$ cat src/rtl/fhcc_pkg.sv
// Types and constants of the frame header CRC checker.
// Used by every module of the block except fhcc_crc8, and by its checker; depends on nothing.
package fhcc_pkg;

	localparam int HEADER_BYTES = 16;
	localparam int CRC_BYTES    = 4;
	localparam logic [15:0] MIN_FRAME = 16'(HEADER_BYTES + CRC_BYTES);
	localparam logic [31:0] CRC_INIT  = 32'hFFFF_FFFF;

	localparam logic [31:0] POLY_RESET    = 32'hEDB8_8320;
	localparam logic [15:0] MAGIC_RESET   = 16'hABCD;
	localparam logic [7:0]  VERSION_RESET = 8'h01;
	localparam logic [15:0] LENGTH_RESET  = 16'd404;

	localparam logic [1:0] CFG_POLY    = 2'd0;
	localparam logic [1:0] CFG_MAGIC   = 2'd1;
	localparam logic [1:0] CFG_VERSION = 2'd2;
	localparam logic [1:0] CFG_LENGTH  = 2'd3;

	typedef enum logic [2:0] {
		ERR_NONE    = 3'd0,
		ERR_MAGIC   = 3'd1,
		ERR_VERSION = 3'd2,
		ERR_SEQ     = 3'd3,
		ERR_LENGTH  = 3'd4,
		ERR_CRC     = 3'd5
	} err_t;

	typedef struct packed {
		logic [7:0]  data_byte;
		logic [15:0] expected_seq;
	} byte_word_t;

	typedef struct packed {
		logic        frame_ok;
		err_t        error_code;
		logic [31:0] computed_crc;
		logic [15:0] received_seq;
	} verdict_t;

	typedef struct packed {
		logic [31:0] poly;
		logic [15:0] magic;
		logic [7:0]  version;
		logic [15:0] length;
	} cfg_t;

endpackage

$ cat src/rtl/fhcc_crc8.sv
// One-byte update of a reflected CRC-32 with a programmable polynomial.
// Pure combinational logic; depends on nothing.
module fhcc_crc8 (
	input  logic [31:0] crc_in,
	input  logic [31:0] poly,
	input  logic [7:0]  data,
	output logic [31:0] crc_out
);

	logic [31:0] c;

	always_comb begin
		c = crc_in ^ {24'd0, data};
		for (int k = 0; k < 8; k++) begin
			c = c[0] ? ((c >> 1) ^ poly) : (c >> 1);
		end
		crc_out = c;
	end

endmodule

$ cat src/rtl/fhcc_track.sv
// Frame tracker: byte position, running CRC, header fields, trailer and verdict.
// Depends on fhcc_pkg and instantiates fhcc_crc8.
module fhcc_track import fhcc_pkg::*; (
	input  logic       clk,
	input  logic       arst_n,
	input  cfg_t       cfg,
	input  logic       accept,
	input  byte_word_t word,
	output logic       last_pos,
	output verdict_t   verdict
);

	localparam logic [15:0] POS_MAGIC0  = 16'd0;
	localparam logic [15:0] POS_MAGIC1  = 16'd1;
	localparam logic [15:0] POS_VERSION = 16'd2;
	localparam logic [15:0] POS_SEQ0    = 16'd4;
	localparam logic [15:0] POS_SEQ1    = 16'd5;
	localparam logic [15:0] POS_TLEN0   = 16'd10;
	localparam logic [15:0] POS_TLEN1   = 16'd11;
	localparam logic [15:0] POS_TLEN2   = 16'd12;
	localparam logic [15:0] POS_TLEN3   = 16'd13;

	logic [15:0] pos_q, magic_q, seq_q, tlo_q, seql_q;
	logic [7:0]  ver_q;
	logic        thi_q;
	logic [31:0] crc_q, trailer_q;

	logic [15:0] magic_n, seq_n, tlo_n, seql_n, eff;
	logic [7:0]  ver_n;
	logic        thi_n, first, covered;
	logic [31:0] crc_base, crc_upd, crc_n, trailer_n, crc_fin;
	err_t        err;

	fhcc_crc8 u_crc8 (
		.crc_in  (crc_base),
		.poly    (cfg.poly),
		.data    (word.data_byte),
		.crc_out (crc_upd)
	);

	always_comb begin
		eff      = (cfg.length < MIN_FRAME) ? MIN_FRAME : cfg.length;
		first    = (pos_q == 16'd0);
		covered  = (pos_q < (eff - 16'(CRC_BYTES)));
		last_pos = (pos_q >= (eff - 16'd1));
		crc_base = first ? CRC_INIT : crc_q;
		seql_n   = first ? word.expected_seq : seql_q;
		crc_n    = covered ? crc_upd : crc_base;
		trailer_n = covered ? trailer_q : {word.data_byte, trailer_q[31:8]};
		crc_fin  = ~crc_n;
	end

	always_comb begin
		magic_n = magic_q;
		ver_n   = ver_q;
		seq_n   = seq_q;
		tlo_n   = tlo_q;
		thi_n   = thi_q;
		case (pos_q) inside
			POS_MAGIC0:  magic_n[7:0]  = word.data_byte;
			POS_MAGIC1:  magic_n[15:8] = word.data_byte;
			POS_VERSION: ver_n         = word.data_byte;
			POS_SEQ0:    seq_n[7:0]    = word.data_byte;
			POS_SEQ1:    seq_n[15:8]   = word.data_byte;
			POS_TLEN0:   tlo_n[7:0]    = word.data_byte;
			POS_TLEN1: begin
				tlo_n[15:8] = word.data_byte;
				thi_n       = 1'b0;
			end
			POS_TLEN2, POS_TLEN3: begin
				if (word.data_byte != 8'd0) begin
					thi_n = 1'b1;
				end
			end
			default: ;
		endcase
	end

	// Checks are prioritized; the first failing one is reported.
	always_comb begin
		if (magic_n != cfg.magic) begin
			err = ERR_MAGIC;
		end else if (ver_n != cfg.version) begin
			err = ERR_VERSION;
		end else if (seq_n != seql_n) begin
			err = ERR_SEQ;
		end else if (thi_n || (tlo_n != cfg.length)) begin
			err = ERR_LENGTH;
		end else if (crc_fin != trailer_n) begin
			err = ERR_CRC;
		end else begin
			err = ERR_NONE;
		end
		verdict.frame_ok     = (err == ERR_NONE);
		verdict.error_code   = err;
		verdict.computed_crc = crc_fin;
		verdict.received_seq = seq_n;
	end

	always_ff @(posedge clk or negedge arst_n) begin
		if (!arst_n) begin
			pos_q     <= 16'd0;
			crc_q     <= CRC_INIT;
			magic_q   <= 16'd0;
			ver_q     <= 8'd0;
			seq_q     <= 16'd0;
			tlo_q     <= 16'd0;
			thi_q     <= 1'b0;
			seql_q    <= 16'd0;
			trailer_q <= 32'd0;
		end else if (accept) begin
			pos_q     <= last_pos ? 16'd0 : (pos_q + 16'd1);
			crc_q     <= crc_n;
			magic_q   <= magic_n;
			ver_q     <= ver_n;
			seq_q     <= seq_n;
			tlo_q     <= tlo_n;
			thi_q     <= thi_n;
			seql_q    <= seql_n;
			trailer_q <= trailer_n;
		end
	end

endmodule

$ cat config.mk
export PLATFORM = sky130hd
export DESIGN_NAME = fhcc_track
export DESIGN_NICKNAME = d
export VERILOG_FILES = /design/src/rtl/fhcc_pkg.sv /design/src/rtl/fhcc_crc8.sv /design/src/rtl/fhcc_track.sv
export SDC_FILE = /design/constraint.sdc
export NUM_CORES = 1
export LEC_CHECK = 0
export BUFFER_PORTS_ARGS = -buffer_cell sky130_fd_sc_hd__buf_2
export CORE_MARGIN = 5
export CORE_UTILIZATION = 35
export DETAILED_ROUTE_END_ITERATION = 10
export GPL_TIMING_DRIVEN = 0
export HOLD_SLACK_MARGIN = 0.12
export PLACE_DENSITY_LB_ADDON = 0.12
export SLEW_MARGIN = 40
export SYNTH_ARGS = -nofsm -noshare
export SYNTH_HDL_FRONTEND = slang
export SYNTH_SLANG_ARGS = --single-unit
$ cat constraint.sdc
create_clock -name clk -period 12.94 [get_ports clk]
set_input_delay 1.294 -clock clk [delete_from_list [all_inputs] [get_ports clk]]
set_output_delay 1.294 -clock clk [all_outputs]
set_load 0.01 [all_outputs]
==> impl_metrics.tcl <==
set metrics [dict create \
    netlist_area_mm2 0.0155 \
    grt_start_max_net_pins 59 \
    syn-num-nets 1970 \
    syn_avg_cell_area_um2 8.47 \
    drive_gt1_share_pct 17.7 \
    critPathMaxFanout 10 \
    cp-startpoint "pos_q[0]" \
    drt_iter0_drc 1114 \
    coreArea_mm2 0.0440 \
    synth_seq_cells 153 \
    tightest_slew_ps 904 \
    grt.overflow.total 0 \
    synth_top_family_by_area "XOR/XNOR gates" \
    ys_seq_area_share_pct 24.9 \
    gp_congestion 0.917 \
    arrival_ps 8480 \
    postSynthCellCount 1833 \
    status "finished, final reports clean" \
    stdcell_area_mm2 0.0176 \
    clkTransAtPathRegs_ps 60 \
    fmax_mhz 102 \
    grt_pass1_wl_mm 84.3 \
    tritoncts "built" \
    busiest_layer "met2" \
    final-max-slew-violation-count 0 \
    yosysTopAreaCell "dfrtp_1" \
    cts_sinks 153 \
    cts-resized-gates 0 \
    crit_required_ps 11650 \
    dp_cells 2548 \
    routed_wl_mm 56.3 \
    dp_hpwl_mm 44.5 \
    cts_setup_buffers 0 \
    skew_ps 11.6 \
    synth_top_area_share_pct 19.5 \
    layout.cells.non_filler 2581 \
    synthSimpleGateAreaFrac_pct 17.8 \
    pin_count 152 \
    r2r-start "pos_q[0]" \
    synth_edf_count 0 \
    initial_core_util_pct 35.3 \
    tns_ps 0 \
    portBuffers 121 \
    grtUsageMet2_pct 35.4 \
    ys_top_cells_by_area "dfrtp_1 20%, xnor2_1 14%, nand2_1 7.7%" \
    rsz0062_at_grt "false" \
    num-nets-final 2112 \
    synth.distinct_cells 94 \
    hold_ws_ps 489 \
    hold_viol 0 \
    dpl_cell_area_mm2 0.0169 \
    hold_class "flop to flop" \
    use_met1_pct 32.8 \
    dr.pass1.iters 5 \
    antenna_left 0 \
    gr-usage-all-layers_pct 22.8 \
    num_rows 77 \
    ys.flop_type "dfrtp_1" \
    synthAdderAreaFrac_pct 3.06 \
    slew_headroom_pct 39.8 \
    vias_per_cell 5.42 \
    fin_crit_ps 9770 \
    muxShareOfSynthArea_pct 13.1 \
    die_area_mm2 0.0487 \
    cts_hold_buf 0 \
    area_growth_pct 13.2 \
    post-route-period-util_pct 75.5 \
    finalSetupViolations 0 \
    wl_per_cell_um 21.8 \
    path_class "flop to output pin" \
    clockBufferDepth 2 \
    use_met3_pct 3.53 \
    ys_warn_count 0 \
    die_h_um 221 \
    cts_root_buf "clkbuf_16" \
    synth_async_sr_flop_share_pct 100 \
    synth_compound_gate_area_share_pct 13.9 \
    fp.dieW_um 221 \
    first_global_vias 13476 \
    drv_cap 0 \
    synthXorXnorAreaFrac_pct 22.6 \
    antenna_found_initial 1 \
    cts_buffers 17 \
    worstSetupEndpointType "output pin" \
    drc 0 \
    vias 13981 \
    synthTopCellsByCount "319 x nand2_1, 254 x xnor2_1, 121 x dfrtp_1, 121 x nor2_1, 106 x clkbuf_1" \
    nFillCells 4632 \
    worstHoldStart "crc_q[30]" \
    cts-htree-levels 4 \
    insertion_delay_ps 450 \
    synth_most_common_cell "nand2_1" \
    start_kind "flop" \
]
-- cells in the final DEF (no fill, tap or decap), types with 24 or more instances in the layout --
| cell type | synthesis | routed |
|---|---|---|
| nand2_1 | 319 | 319 |
| xnor2_1 | 254 | 254 |
| buf_2 | 13 | 134 |
| nor2_1 | 121 | 121 |
| dfrtp_1 | 121 | 121 |
| clkbuf_1 | 106 | 104 |
| mux2_2 | 101 | 101 |
| mux2i_1 | 87 | 87 |
| o21ai_0 | 85 | 84 |
| xor2_1 | 66 | 66 |
| o211ai_1 | 46 | 46 |
| a21oi_1 | 45 | 45 |
| inv_1 | 44 | 44 |
| ha_1 | 38 | 38 |
| dfstp_2 | 32 | 32 |
| nand3_1 | 24 | 24 |
| nor3_1 | 24 | 24 |
-- sequential cells by signal (all words and copies together), names as in the netlist --
name	cells
pos_q	16
tlo_q	16
trailer_q	32
ver_q	8
seq_q	16
crc_q	32
magic_q	16
seql_q	16
thi_q	1
-- cells by family (layout without fill, tap and decap cells) --
family,Yosys count,after routing
other,0,1
adders and majority gates,38,38
and+or+nand+nor,603,603
buffers and inverters,185,340
muxes,190,190
AOI/OAI and AO/OA,313,313
DFF,153,153
xor gates and xnor gates,351,351
-- worst paths after layout --
| kind | to | slack [ps] | cells after the start |
|---|---|---|---|
| worst max-delay path | verdict[48] | 3170 | 23 |
| worst min-delay path | crc_q[30] | 490 | 2 |
| worst max register to register | crc_q[12] | 5990 | 19 |
| worst min register to register | crc_q[30] | 490 | 2 |
| max in group asynchronous | crc_q[14] | 11180 | 3 |
| min in group asynchronous | pos_q[12] | 740 | 1 |
-- routing by layer --
layer	part of all wire [%]	vias to the layer above
met5	0	-
met4	2.9	0
met3	5.3	72
met2	45	428
met1	47	6851
li1	-	6630
-- cell type report --
cell class / instances / area [um^2] / share of cell area (%)
timing repair buffer: 123 / 671 / 3.82
tap: 592 / 741 / 4.21
clock buffer: 20 / 457 / 2.60
sequential: 153 / 3870 / 22.0
clock inverter: 12 / 164 / 0.932
antenna: 1 / 2.50 / 0.0142
multi-input combinational: 1495 / 10900 / 62.3
inverter: 45 / 169 / 0.961
buffer: 140 / 559 / 3.18
-- metrics by stage --
step / utilization, % / setup WS (ps)
2_1_floorplan: - / 5160
3_3_place_gp: 38.3 / 3360
3_5_place_dp: 38.5 / 3300
4_1_cts: 39.9 / 3260
5_1_grt: 39.9 / 2520
6_report: 39.9 / 3170
-- critical path: stages (launching register included) --
cell and delay, ps:
dfrtp_1 420, inv_1 200, ha_1 180, clkbuf_1 310, nor3b_1 430, nand4_2 450
a21oi_4 480, nor4_2 140, o31ai_1 620, o311ai_1 240, o221a_2 300, a211oi_2 480
o41ai_1 220, o22ai_2 590, clkbuf_1 500, nand2_1 150, xnor2_1 370, xnor3_1 280
nand2b_1 200, a2111oi_0 410, a21oi_1 230, a2111oi_0 430, o21ai_1 170, buf_2 190
Power is not shown: default switching activity piles up to over one toggle a cycle in this logic, so the estimate is an artifact.
